--- src/hw/rtl/dpmc_ram.sv ---
`default_nettype none

module dpmc_ram #(
   parameter int WIDTH = 8,
   parameter int DEPTH = 256
) (
   input  wire logic                     clock,
   input  wire logic                     wr_en,
   input  wire logic [$clog2(DEPTH)-1:0] wr_addr,
   input  wire logic [WIDTH-1:0]         wr_data,
   input  wire logic                     rd_en,
   input  wire logic [$clog2(DEPTH)-1:0] rd_addr,
   output logic      [WIDTH-1:0]         rd_data
);

   logic [WIDTH-1:0] mem_ff [DEPTH];
   logic [WIDTH-1:0] rd_data_ff;

   // one write port, one registered read port; read data holds between reads
   always_ff @(posedge clock) begin
      if (wr_en) begin
         mem_ff[wr_addr] <= wr_data;
      end
      if (rd_en) begin
         rd_data_ff <= mem_ff[rd_addr];
      end
   end

   assign rd_data = rd_data_ff;

endmodule

`default_nettype wire

--- config.mk ---
export PLATFORM = sky130hd
export DESIGN_NAME = dpmc_ram
export DESIGN_NICKNAME = d
export VERILOG_FILES = /design/src/hw/rtl/dpmc_ram.sv
export SDC_FILE = /design/constraint.sdc
export NUM_CORES = 2
export LEC_CHECK = 0
export ABC_AREA = 0
export ABC_CLOCK_PERIOD_IN_PS = 5900
export BUFFER_PORTS_ARGS = -buffer_cell sky130_fd_sc_hd__buf_4
export CAP_MARGIN = 20
export CORE_AREA = 3 3 451 453
export CTS_CLUSTER_SIZE = 30
export DETAILED_ROUTE_END_ITERATION = 10
export DIE_AREA = 0 0 454 456
export PLACE_DENSITY = 0.64
export SLEW_MARGIN = 20
export SYNTH_ARGS = -nofsm -noshare
export SYNTH_HDL_FRONTEND = slang
export SYNTH_SLANG_ARGS = --single-unit
export TNS_END_PERCENT = 10
--- constraint.sdc ---
create_clock -name clock -period 5.9 [get_ports clock]
set_clock_uncertainty 0.05 [all_clocks]
set_input_delay 0.295 -clock clock [delete_from_list [all_inputs] [get_ports clock]]
set_output_delay 0.295 -clock clock [all_outputs]
set_load 0.03 [all_outputs]
==> Yosys cells after proc, flatten, opt, wreduce, memory -nomap -nowiden <==
Memory sizes are Yosys's and may differ from the RTL's. A register that Yosys moved wholly into a read port is not among the register bits.
Index checks and enable logic that the tools add are counted.
{ "totals": {"ramBits": 2048, "regBits": 0, "output_inout_bits": 8, "n_memories": 1, "elab_cells": 3} }
{ "classes": {"n_mux": 2} }
{ "memory_table": {"columns": ["name", "words", "width", "read_ports", "rd_clocked_by_memory_dff", "write_ports", "line_no", "rtl"], "rows": [
  ["mem_ff", 256, 8, 1, 1, 1, "16", "logic [WIDTH-1:0] mem_ff [DEPTH];"]
]} }
{ "ops": {"columns": ["op", "n"], "rows": [
  ["$mux 1", 2]
]} }

==> Logic depth before layout (Yosys ltp) <==
{ "depth": {"word_depth": 2, "depth_mapped": 11} }

==> Worst setup path after synthesis <==
No wires, ideal clock.
{ "synth_path": {"kind": "input to register", "start": "input port rd_addr[0]", "end": "register rd_data_ff[2], in the netlist rd_data[2], read port of mem_ff (data pin)", "slack_ps": 3479, "arrival_time_ps": 2102, "t_required_ps": 5581, "stages": 9, "path_buffers": 4, "cell_sequence": "buf_6 > buf_12 > buf_8 > buf_2 > mux4_2 > a22oi_1 > a21oi_1 > nor4_1 > nor4_2"} }
{ "synth_rtl": {"columns": ["item", "line_no", "rtl"], "rows": [
  ["start: declaration", "12", "input wire logic [$clog2(DEPTH)-1:0] rd_addr,"],
  ["end: declaration", "17", "logic [WIDTH-1:0] rd_data_ff;"]
]} }

==> results.md <==
- Status: complete, no violations
- Ranking of synthesized cells by area: edfxtp_1 78%, mux4_2 13%, mux2i_1 1.7%, nor2_1 1.3%, a22oi_1 1.3%
- GPL Wtd Cong: 0.888
- CTS tree: built
- Max frequency: 270 MHz
- Final worst-path cycle share: 62.7%
- Final setup viols: 0
- RSZ-0062 raised after global routing: no
- Yosys top cell by area: edfxtp_1
- Largest net degree at the start of global routing: 216
- Gr usage total: 18.8%
- Core area: 200000 um^2
- FF+latch count, synth: 2056
- Post-CTS Hold Fix Bufs: 9
- CTS Sinks: 2056
- Worst skew pair latency: 0.85 ns
- Peak VDD IR: 0.261 mV
- Yosys warnings: 0
- Least-Margin Pin Slew: 1.31 ns
- Number of global-route vias before repair: 38623
- Share of layout cells above drive strength 1: 21.4%
- Die height: 456 um
- Post-synth EDFFs: 2056
- Critical path cell sequence: buf_8 > buf_4 > buf_4 > mux4_2 > a221oi_1 > o32ai_1 > nor3_1 > nor4_1
- CP top delay family: buffers and inverters
- Final slew viol count: 0
- Die Width: 454 um
- R2r worst-path depth: 6
- Arrival @ worst endpoint: 4.16 ns
- Top_reg_cell synth: edfxtp_1
- Area of placed instances: 82700 um^2
- Area Growth Syn to Fin: 11.9%
- Final Util: 44.6%
- Crit path depth: 8
- Slew headroom: 12.2%
- Synth Instances: 3733
- Hold depth: 3
- Buf/Inv on CP: 3
- Post-synthesis sequential area ratio: 77.5%
- CP max stage delay: 0.85 ns
- CP most frequent cell: buf_4
- Total global routing overflow: 0
- R2R Setup Slk: 2.56 ns
- Die area: 207000 um^2
- Row count: 164
- Root buf cell: clkbuf_16
- First-pass GRT wire length: 282000 um
- DRT Pass-1 Iters: 6
- Post-layout instance area: 89100 um^2
- Initial cell density of the core: 39.9%
- Mapped Area: 79600 um^2
- Post-synth ARST share: 0%
- Final min period: 3.70 ns
- Mapped Nets: 3760
- Number of post-CTS setup repair buffers: 0
- Fin nets: 3860
- Residual DRC: 0
- Routed vias/inst: 5.82
- Hold crit path type: in2reg
- Startpoint Class: input port
- Setup crit end kind: flip-flop
- WP data required: 6.36 ns
- Layout Cells excl Fill: 6649
- Hold Vio Cnt, Final: 0
- Antenna-violating nets left: 0
- Syn_area_per_cell: 21.3 um^2
- WS Path Type: in2reg
- PD cells: 335 nW/um^2
- Max cap viols: 0
- Final WL: 196000 um
- Port bufs: 34
- CP Max Fanout: 51
- Routed vias: 38710
- Cts repair resizes: 0
- Reg clk slew, reported paths: 0.06 ns
- Num CTS Buffers: 203
- Starting DRT DRC Count: 4786
- CP max-delay cell: nor3_1
- HPWL after DPL: 118000 um
- Total I/O pin count: 35
- Htree depth: 4
- Lkg Pwr: 27.0 nW
- Synth unique cells: 54
- Yosys top cell area share: 77.5%
- Initial antenna violation count: 10
- Setup TNS: 0 ns
- Clock buffer depth: 3
- # placed instances: 6274
- WL per Instance: 29.5 um
## worst paths after layout
path / to / startpoint
min reg2reg: rd_data[3]$_DFFE_PP_ / mem_ff[40][3]$_DFFE_PP_
max reg2reg: rd_data[4]$_DFFE_PP_ / mem_ff[101][4]$_DFFE_PP_
max: rd_data[3]$_DFFE_PP_ / rd_addr[0]
min: mem_ff[209][3]$_DFFE_PP_ / wr_en
## synth_stat cells, types with 22 or more instances
cell type / instances
buf_4: 27
buf_2: 31
nor3_1: 22
nand2_1: 33
a22oi_1: 133
o22ai_1: 28
nor2b_1: 31
mux2i_1: 134
clkbuf_1: 111
mux4_2: 454
a21oi_1: 96
nor4_1: 24
o221ai_1: 46
nand3_1: 34
nor2_1: 282
buf_1: 22
edfxtp_1: 2056
## worst min-delay path, stage by stage
cell	delay, ns
buf_4	0.18
nand3_1	0.11
nor2_1	0.18
## cell families after synthesis
kind of cell / after synthesis / synth area share [%]
buffers and inverters: 235 / 1.83
AOI/OAI and AO/OA: 385 / 3.42
muxes: 591 / 14.6
DFF: 2056 / 77.5
and+or+nand+nor: 466 / 2.63
## flip-flops by register name, indices dropped and copies added, names as in the netlist
signal   flops
mem_ff    2048
rd_data      8
## per-layer routing
metal  global-route usage (%)  share of wire, %  vias to the layer above
li1                         -                 -                    15899
met3                     4.03               8.7                      280
met2                     29.4                48                     1807
met5                        0                 0                        -
met1                     26.6                40                    20724
met4                     5.69               2.9                        0
## layout by cell type (no fill, tap or decap), drive strengths merged, types with 27 or more instances in the layout
cell and n:
mux4 456, mux2i 134, nand2 33, nor4 27
buf 119, edfxtp 2056, o221ai 47, nor2 282
a22oi 133, nor2b 31, clkbuf 256, nand3 34
clkinv 89, a21oi 96, o22ai 28
## through the flow
stage / hold slack [ns] / setup WS (ns) / total power, W
2_1_floorplan: 0.344 / 3.48 / 0.0172
3_5_place_dp: 0.637 / 1.38 / 0.0179
3_3_place_gp: 0.638 / 1.48 / 0.0179
6_report: 0.119 / 2.20 / 0.0298
4_1_cts: 0.0382 / 2.26 / 0.0300
5_1_grt: 0.0869 / 2.01 / 0.0307
## layout make-up
type	count	area, um^2
well taps	2656	3320
clock buffers	256	5280
clock inverters	104	995
repair buffers	128	1240
inverters	2	7.51
fillers	16527	111000
flip-flops and latches	2056	61700
diodes	5	12.5
multi-input cells	1442	16500
## power by group
| part | internal [W] | switching [W] | leakage [nW] |
|---|---|---|---|
| clock | 0.00679 | 0.00546 | 3.03 |
| combinational | 0.000482 | 0.000967 | 5.50 |
| sequential | 0.0161 | 0.0000200 | 18.5 |
| total | 0.0234 | 0.00645 | 27.0 |
Power figures use the tool's default switching activity.
