$ cat src/hw/rtl/dpmc_pkg.sv
`default_nettype none

package dpmc_pkg;

   // key and count geometry
   localparam int DIGITS      = 18;
   localparam int COUNT_BITS  = 20;
   localparam int KEY_BITS    = DIGITS;
   localparam int TABLE_DEPTH = 1 << KEY_BITS;

   // item field widths
   localparam int ACTION_BITS  = 2;
   localparam int VALUE_BITS   = 60;
   localparam int PATTERN_BITS = 18;
   localparam int OUT_BITS     = 20;

   // binary to BCD conversion: value bits consumed per cycle
   localparam int BITS_PER_STEP = 4;
   localparam int CONV_STEPS    = VALUE_BITS / BITS_PER_STEP;
   localparam int STEP_BITS     = $clog2(CONV_STEPS);
   localparam int BCD_BITS      = 4 * DIGITS;

   localparam logic [COUNT_BITS-1:0] COUNT_MAX = {COUNT_BITS{1'b1}};

   // item actions
   typedef enum logic [ACTION_BITS-1:0] {
      ACT_ADD    = 2'd0,
      ACT_REMOVE = 2'd1,
      ACT_QUERY  = 2'd2
   } action_type;

   // converter status toward the sequencer
   typedef struct packed {
      logic busy;
      logic done;
   } bcd_status_type;

endpackage

`default_nettype wire

$ cat src/hw/rtl/dpmc_bcd.sv
`default_nettype none

module dpmc_bcd (
   input  wire logic                              clock,
   input  wire logic                              reset,
   input  wire logic                              start,
   input  wire logic [dpmc_pkg::VALUE_BITS-1:0]   value,
   output logic      [dpmc_pkg::KEY_BITS-1:0]     key,
   output dpmc_pkg::bcd_status_type               status
);

   import dpmc_pkg::*;

   logic [VALUE_BITS-1:0] val_ff, val_in;
   logic [BCD_BITS-1:0]   bcd_ff, bcd_in;
   logic [STEP_BITS-1:0]  step_ff, step_in;
   logic                  busy_ff, busy_in;
   logic                  done_ff, done_in;
   logic [VALUE_BITS-1:0] val_v;
   logic [BCD_BITS-1:0]   bcd_v;

   // double-dabble, several bits per cycle; digits above the top one drop out,
   // so the result is the value modulo 10^DIGITS
   always_comb begin
      val_v = val_ff;
      bcd_v = bcd_ff;
      for (int s = 0; s < BITS_PER_STEP; s++) begin
         for (int d = 0; d < DIGITS; d++) begin
            if (bcd_v[4*d +: 4] >= 4'd5) begin
               bcd_v[4*d +: 4] = bcd_v[4*d +: 4] + 4'd3;
            end
         end
         bcd_v = {bcd_v[BCD_BITS-2:0], val_v[VALUE_BITS-1]};
         val_v = {val_v[VALUE_BITS-2:0], 1'b0};
      end
   end

   // step control
   always_comb begin
      val_in  = val_ff;
      bcd_in  = bcd_ff;
      step_in = step_ff;
      busy_in = busy_ff;
      done_in = 1'b0;
      if (start && !busy_ff) begin
         val_in  = value;
         bcd_in  = '0;
         step_in = '0;
         busy_in = 1'b1;
      end else if (busy_ff) begin
         val_in  = val_v;
         bcd_in  = bcd_v;
         step_in = step_ff + STEP_BITS'(1);
         if (step_ff == STEP_BITS'(CONV_STEPS - 1)) begin
            busy_in = 1'b0;
            done_in = 1'b1;
         end
      end
   end

   always_ff @(posedge clock) begin
      if (reset) begin
         busy_ff <= 1'b0;
         done_ff <= 1'b0;
         step_ff <= '0;
      end else begin
         busy_ff <= busy_in;
         done_ff <= done_in;
         step_ff <= step_in;
      end
      val_ff <= val_in;
      bcd_ff <= bcd_in;
   end

   // parity of each decimal digit is the low bit of its nibble
   always_comb begin
      for (int d = 0; d < DIGITS; d++) begin
         key[d] = bcd_ff[4*d];
      end
   end

   assign status.busy = busy_ff;
   assign status.done = done_ff;

endmodule

`default_nettype wire

$ cat config.mk
export PLATFORM = sky130hd
export DESIGN_NAME = dpmc_bcd
export DESIGN_NICKNAME = d
export VERILOG_FILES = /design/src/hw/rtl/dpmc_pkg.sv /design/src/hw/rtl/dpmc_bcd.sv
export SDC_FILE = /design/constraint.sdc
export NUM_CORES = 1
export LEC_CHECK = 0
export ABC_AREA = 1
export BUFFER_PORTS_ARGS = -buffer_cell sky130_fd_sc_hd__buf_2
export CORE_AREA = 2 2 166 168
export CTS_CLUSTER_SIZE = 14
export DETAILED_ROUTE_END_ITERATION = 10
export DIE_AREA = 0 0 168 170
export PLACE_DENSITY_LB_ADDON = 0.25
export SLEW_MARGIN = 10
export SYNTH_ARGS = -nofsm -noshare
export SYNTH_HDL_FRONTEND = slang
export SYNTH_SLANG_ARGS = --single-unit
$ cat constraint.sdc
create_clock -name clock -period 9.06 [get_ports clock]
set_input_delay 1.812 -clock clock [delete_from_list [all_inputs] [get_ports clock]]
set_output_delay 1.812 -clock clock [all_outputs]
set_load 0.005 [all_outputs]
Word-level counts from Yosys, hierarchy flattened
Cells that the tools add are included.

Bits of input ports: 63. Register bits after elaboration: 138. Word-level logic and storage cells: 235. Output and inout bits: 20.

Bitwise gates (word level): 1. Reductions and logical operators: 5. Eq/ne operators: 1. $lt $le $gt $ge: 72. Mux-type cells: 78. $add $sub $neg: 73.

Operator list (count): 4-bit by 3-bit greater-or-equal comparator with 1-bit output, second input constant (72); 4-bit by 2-bit adder with 4-bit output, second input constant (68); 4-bit two-way mux (68); 60-bit two-way mux (2); 3-bit by 2-bit adder with 3-bit output, second input constant (4); 3-bit two-way mux (4); 4-bit by 1-bit adder with 4-bit output, second input constant (1); 4-bit equality test, second input constant (1); 1-bit two-way mux (4); 3-bit OR reduction (1); 2-bit nonzero test (1); 2-bit OR reduction (1); 1-bit logical AND (1); 1-bit logical NOT (1); 1-bit inverter (1).

Depth between registers and ports, before layout
Gate-level depths: netlist (run 1).

Depth after elaboration: 8. Depth in mapped cells: 29. Depth with buffers taken out: 29.

Worst setup path before layout (run 1)
Ideal clock, no wire load.

Path type: input to register. Start point: input start. End point: register val_ff[0], enable pin. Buffers on the path: 1. Data arrival time: 3900 ps. Setup slack: 4712 ps. Setup time: 448 ps. Stages: 3. Cells stage by stage: nor2_1 > inv_1 > clkbuf_1.

Longest elaborated chain between the ends: 2.

RTL lines: start, declared (line dpmc_bcd.sv:6) `input wire logic start,`; 1-bit logical AND (line dpmc_bcd.sv:45) `if (start && !busy_ff) begin`; 2-bit nonzero test (no source line); end signal, assigned (line dpmc_bcd.sv:71) `val_ff <= val_in;`; end, declared (line dpmc_bcd.sv:14) `logic [VALUE_BITS-1:0] val_ff, val_in;`.

No other way between the ends. A chain may end at the register's enable or synchronous reset.

Worst setup path after layout (run 1)
Start point: register busy_ff. End point: output status[1] in the netlist's numbering.

RTL lines: start, declared (line dpmc_bcd.sv:17) `logic busy_ff, busy_in;`; start signal, assigned (line dpmc_bcd.sv:67) `busy_ff <= busy_in;`; end, declared (line dpmc_bcd.sv:9) `output dpmc_pkg::bcd_status_type status`.

No word-level cell between the ends.

==> metrics.csv, run 1 <==
stage,metric,value,unit
global_route,GRT Total Usage,0.178,
synth,largest area contributor in the netlist,nand2_1,
floorplanning,Die H,170,µm
critical_path,worst path required time,7.25,ns
place,RD Place Congestion,0.785,
synth,"Net Count, Synth",1836,
timing,Final setup viols,0,
cells_and_area,Multi-input gate area,7290,µm²
global_route,GR Util met3,0.0314,
place,IO buf count,82,
route,Via density,4.99,
route,# DRC,0,
worst_hold_path,Hold Crit Class,flip-flop to flip-flop,
floorplanning,I/O pin cnt,83,
critical_path,reg-to-reg critical path startpoint,busy_ff,
synth,synthesis-stage register bit count,135,
synth,share of the synthesized area in the top cell type,0.179,
cts,CTS max path bufs,2,
synth,sequential area share after synthesis,0.279,
cts,CTS Hold Buffers Added,0,
cells_and_area,area added between synthesis and finish,10.5,%
timing,clock skew,0.00744,ns
timing,Final Slew Violations,0,
floorplanning,die area,28600,µm²
global_route,vias in the first global route,10100,
cts,CTS resizes,0,
route,Post-DRT Antenna Nets,0,
cts,TritonCTS clock tree,built,
timing,WHS,0.447,ns
critical_path,critical path class,flip-flop to primary output,
synth,YS warnings,0,
cts,number of post-CTS setup repair buffers,0,
synth,Yosys cell types,41,
synth,Adder-Cell Fraction of Synth Area,0.0614,
critical_path,"Largest delay share family, worst path",flip-flops,
worst_hold_path,worst hold stages,2,
critical_path,CP Max Fanout,35,
synth,largest cells by area after synthesis,"nand2_1, edfxtp_1, dfxtp_1, inv_1, nand3_1",
cts,H-tree levels,4,
timing,crit share post-route,0.361,
timing,slew margin rel.,0.261,
timing,RSZ-0062 raised after global routing,false,
critical_path,arrival time worst endpoint,1.46,ns
critical_path,crit path cell chain,buf_2,
global_route,routing usage on met1,0.210,
critical_path,path depth of the worst reg2reg path,5,
timing,post-layout min period,3.27,ns
floorplanning,Starting Density,0.444,
global_route,first-pass GRT wire length,43100,µm
cells_and_area,Filler Cell Count,2710,
synth,"EDFF count, synth",60,
timing,Worst-Margin Slew,1.11,ns
global_route,total congestion overflow,0,
cells_and_area,Antenna Cells,0,
status,outcome,"finished, final reports clean",
cts,total CTS buffers,17,
critical_path,CP max stage delay,0.78,ns
global_route,met2 global-route usage,0.333,
cells_and_area,Seq. cell area,3300,µm²
worst_hold_path,Hold Path Sink,bcd_ff[0],
place,placed instance area,12500,µm²
critical_path,Worst R2R End,val_ff[32],
cts,Root Driver,clkbuf_16,
synth,mux cell area share after synthesis,0.0533,
job,Max Cap Violations,0,
synth,Synth Area in Compound Gates,0.0864,
synth,ys flop type,dfxtp_1,
synth,Synth Area in XOR/XNOR,0.0109,
global_route,largest net degree at the start of global routing,88,
critical_path,Crit-path slowest cell,dfxtp_2,
synth,largest family of logic cells by synthesized area,simple AND/OR/NAND/NOR gates,
cells_and_area,Layout Nets,1901,
floorplanning,Core Region,26700,µm²
timing,final hold violations,0,
cells_and_area,share of layout cells above drive strength 1,0.205,
route,Vias,10700,
critical_path,Buf/Inv on CP,1,
cells_and_area,finished layout cell area,13100,µm²
floorplanning,FP Rows,60,
place,hpwl dp,18600,µm
synth,synthesized netlist cell count,1715,
critical_path,critical path capture point type,primary output,
synth,Mean Syn Cell Area,6.90,µm²
synth,Synth Area in Simple Gates,0.403,
synth,"FFs w/ async S/R, synth",0,
critical_path,reg2reg setup slack,5.96,ns
cts,Clock Pin Slew Worst Setup and Hold Paths,0.07,ns
route,Iter 0 DRT Violations,427,
global_route,busiest grt layer,met2,
cells_and_area,post-layout util,0.490,
synth,synthesized area,11800,µm²
cts,Clock Sinks,135,
floorplanning,Die W,168,µm
critical_path,crit start category,flip-flop,
timing,total negative setup slack,0,ns
route,WL/cell,11.4,µm
worst_hold_path,Hold Startpoint,val_ff[56],
timing,maximum clock frequency,306,MHz
cts,Worst-Skew Late Latency,0.43,ns
route,DRT Pass-1 Iters,5,
global_route,initial antenna violation count,0,
route,Routed WL,24200,µm
## cell families after synthesis
group / count (synthesis)
flops: 135
fa+ha+maj: 58
xor+xnor: 13
mux: 56
simple gates: 979
buf+inv: 311
compound gates: 163
## sequential cells by signal, summed over array words and instances (netlist names)
register	flops
bcd_ff	69
step_ff	4
busy_ff	1
done_ff	1
val_ff	60
## cell type report
type / instances / area share
sequential: 135 / 0.253
clock buffer: 17 / 0.0325
multi-input combinational: 1269 / 0.557
tap: 341 / 0.0326
timing repair buffer: 86 / 0.0337
clock inverter: 15 / 0.0128
inverter: 271 / 0.0780
## per-stage QoR
stage | std cells | setup slack, ns
after global routing | 2134 | 5.52
after CTS | 2134 | 5.77
after global placement | 2102 | 5.36
after detailed placement | 2102 | 5.34
final | 2134 | 5.79
after floorplan | 1715 | 4.71
## synth_stat cells, drive strengths merged, types with 7 or more instances
cell / number
inv: 270
o21ai: 104
a21oi: 14
and2: 16
clkbuf: 14
nor2: 36
nand3b: 12
ha: 58
o21bai: 8
mux2: 56
nand3: 193
nand2: 668
o211ai: 14
dfxtp: 75
xor2: 7
buf: 26
nand4: 48
edfxtp: 60
o22ai: 17
## worst max path at each step
| stage | from | endpoint | slack (ns) | cells after the start |
|---|---|---|---|---|
| global route | bcd_ff[61] | bcd_ff[65] | 5.52 | 28 |
| floorplan | start | val_ff[0] | 4.71 | 3 |
| CTS | busy_ff | status[1] | 5.77 | 1 |
| global placement | start | val_ff[9] | 5.36 | 5 |
| finish | busy_ff | status[1] | 5.79 | 1 |
| detailed placement | start | val_ff[17] | 5.34 | 5 |
## placed cells by master, fill, tap and decap left out, types with 34 or more instances in the layout
master    instances
ha_1             58
nand3_2          37
nand3_1         148
o21ai_0          50
inv_1           262
nand2_2          88
nor2_1           34
edfxtp_1         60
dfxtp_1          74
buf_2            82
nand2_1         564
nand4_1          48
mux2_2           56
## routing by layer
layer | share of wire | vias up | wire, µm
met2 | 0.50 | 94 | 12100
met1 | 0.46 | 4843 | 11200
met5 | 0 | - | 0
met4 | 0.0094 | 0 | 229
met3 | 0.028 | 21 | 684
li1 | - | 5694 | -
Power of run 1 is left out: the tool's default activity adds up to more than one toggle a clock period on the data nets, which glitch-free logic cannot reach.
==> run 2, diff against run 1 <==
clock period = 3.3 ns   (was 9.06 ns; I/O delays follow)
==> metrics.csv, run 2 (synthesized netlist as in run 1, its figures left out) <==
stage,metric,value,unit,change
critical_path,worst path required time,3.63,ns,-3.62 ns
cts,Root Driver,clkbuf_16,,
cells_and_area,Top Registers,"bcd_ff (69), val_ff (60), step_ff (4)",,
route,Vias,10600,,-0.33%
route,DRT Pass-1 Iters,5,,unchanged
timing,slew margin rel.,0.459,,+0.197
timing,Final setup viols,0,,unchanged
cts,Worst-Skew Late Latency,0.43,ns,about the same
place,RD Place Congestion,0.816,,+3.8%
global_route,first-pass GRT wire length,42200,µm,-2.2%
global_route,GRT Total Usage,0.174,,-0.00380
cts,H-tree levels,4,,unchanged
critical_path,CP Max Fanout,4,,-89%
floorplanning,Core Region,26700,µm²,unchanged
cells_and_area,share of layout cells above drive strength 1,0.207,,+0.00256
timing,Worst-Margin Slew,0.812,ns,-0.296 ns
critical_path,arrival time worst endpoint,3.29,ns,+1.83 ns
floorplanning,die area,28600,µm²,unchanged
cells_and_area,Top reg by flops,bcd_ff,,
timing,post-layout min period,2.96,ns,
cts,CTS max path bufs,2,,unchanged
cells_and_area,Non-Filler Instances,2136,,+0.094%
worst_hold_path,Hold Path Sink,busy_ff,,
cts,Clock Pin Slew Worst Setup and Hold Paths,0.07,ns,about the same
cells_and_area,Antenna Cells,0,,unchanged
floorplanning,I/O pin cnt,83,,unchanged
route,Routed WL,24400,µm,+0.79%
floorplanning,FP Rows,60,,unchanged
route,Iter 0 DRT Violations,443,,+3.7%
cts,total CTS buffers,17,,unchanged
cts,Clock Sinks,135,,unchanged
route,Via density,4.97,,-0.42%
place,hpwl dp,18400,µm,-0.90%
cells_and_area,Layout Nets,1903,,+0.11%
status,outcome,"finished, final reports clean",,
global_route,vias in the first global route,9941,,-1.6%
critical_path,Worst R2R End,bcd_ff[41],,
worst_hold_path,Hold Startpoint,reset,,
cells_and_area,max FFs per register,69,,unchanged
timing,Final Slew Violations,0,,unchanged
critical_path,reg2reg setup slack,0.34,ns,-5.62 ns
global_route,initial antenna violation count,0,,unchanged
place,Inst Count DP,2104,,+0.095%
cells_and_area,"commonest non-fill, non-tap cells in the layout","nand2_1, inv_1, nand3_1",,
route,# DRC,0,,unchanged
timing,RSZ-0062 raised after global routing,true,,
global_route,largest net degree at the start of global routing,75,,-15%
timing,crit share post-route,0.898,,
timing,final hold violations,0,,unchanged
job,Max Cap Violations,0,,unchanged
global_route,total congestion overflow,0,,unchanged
route,WL/cell,11.4,µm,+0.70%
timing,maximum clock frequency,338,MHz,
critical_path,crit start category,flip-flop,,
cts,TritonCTS clock tree,built,,
route,Post-DRT Antenna Nets,0,,unchanged
critical_path,path depth of the worst reg2reg path,22,,+17
critical_path,reg-to-reg critical path startpoint,bcd_ff[36],,
cells_and_area,"commonest non-fill, non-tap cell in the layout",nand2_1,,
timing,clock skew,0.0149,ns,+0.00743 ns
critical_path,critical path class,flip-flop to flip-flop,,
place,IO buf count,82,,unchanged
floorplanning,Die W,168,µm,unchanged
cells_and_area,area added between synthesis and finish,11.1,%,
worst_hold_path,worst hold stages,2,,unchanged
floorplanning,Die H,170,µm,unchanged
worst_hold_path,Hold Crit Class,input port to flip-flop,,
floorplanning,Starting Density,0.444,,unchanged
critical_path,critical path capture point type,flip-flop,,
## run 2: how the worst max path moves through the flow
stage               start          to  slack, ns
2_1_floorplan       start   val_ff[0]       0.10
3_3_place_gp   bcd_ff[28]  bcd_ff[34]       0.43
3_5_place_dp   bcd_ff[28]  bcd_ff[36]       0.32
4_1_cts        bcd_ff[28]  bcd_ff[36]       0.32
5_1_grt        bcd_ff[61]  bcd_ff[65]      -0.04
6_report       bcd_ff[36]  bcd_ff[41]       0.34
## run 2: metrics by stage
step | utilization | TNS, ns | area (µm²) | setup WS (ns) | hold WS (ns)
2_1_floorplan | - | 0 | 11800 | 0.104 | 0.422
3_3_place_gp | 0.469 | 0 | 12500 | 0.433 | 0.428
3_5_place_dp | 0.469 | 0 | 12500 | 0.317 | 0.439
4_1_cts | 0.493 | 0 | 13100 | 0.317 | 0.400
5_1_grt | 0.493 | -0.0384 | 13100 | -0.0384 | 0.418
6_report | 0.493 | 0 | 13100 | 0.338 | 0.420
## run 2: critical path, cell delays in order, from the launching register on
cell,delay [ns]
dfxtp_1,0.35
inv_1,0.13
ha_1,0.17
inv_1,0.05
nand2_2,0.11
nand3_4,0.13
nand3_4,0.14
inv_1,0.06
ha_1,0.17
nand2_1,0.16
nand4_1,0.17
and2_1,0.23
ha_1,0.21
nand3_1,0.11
nand3_2,0.11
nand2_1,0.08
nand3_1,0.10
nand2_2,0.11
nand2_2,0.07
nand2_1,0.06
nand2_1,0.04
nand2_1,0.05
nand2_1,0.05
## run 2: repair_timing
action / in CTS / in global routing
buffers inserted: 0 / 0
hold buffers: 0 / 0
resized for setup: 0 / 3
endpoints found under the setup margin: 0 / 7
endpoints found under the hold margin: 0 / 0
## run 2: area by class of cell
cell class                 instances  area [µm²]
fill                            2645       13500
multi-input combinational       1269        7290
sequential                       135        3310
inverter                         271        1020
timing repair buffer              88         468
tap                              341         427
clock buffer                      17         425
clock inverter                    15         196
## run 2: layer usage
layer,share of wire,wire [µm],track usage
met5,0,0,0
met4,0.011,259,0.0435
met3,0.029,711,0.0293
met2,0.50,12100,0.326
met1,0.47,11400,0.207
Power of run 2 is left out for the same reason.
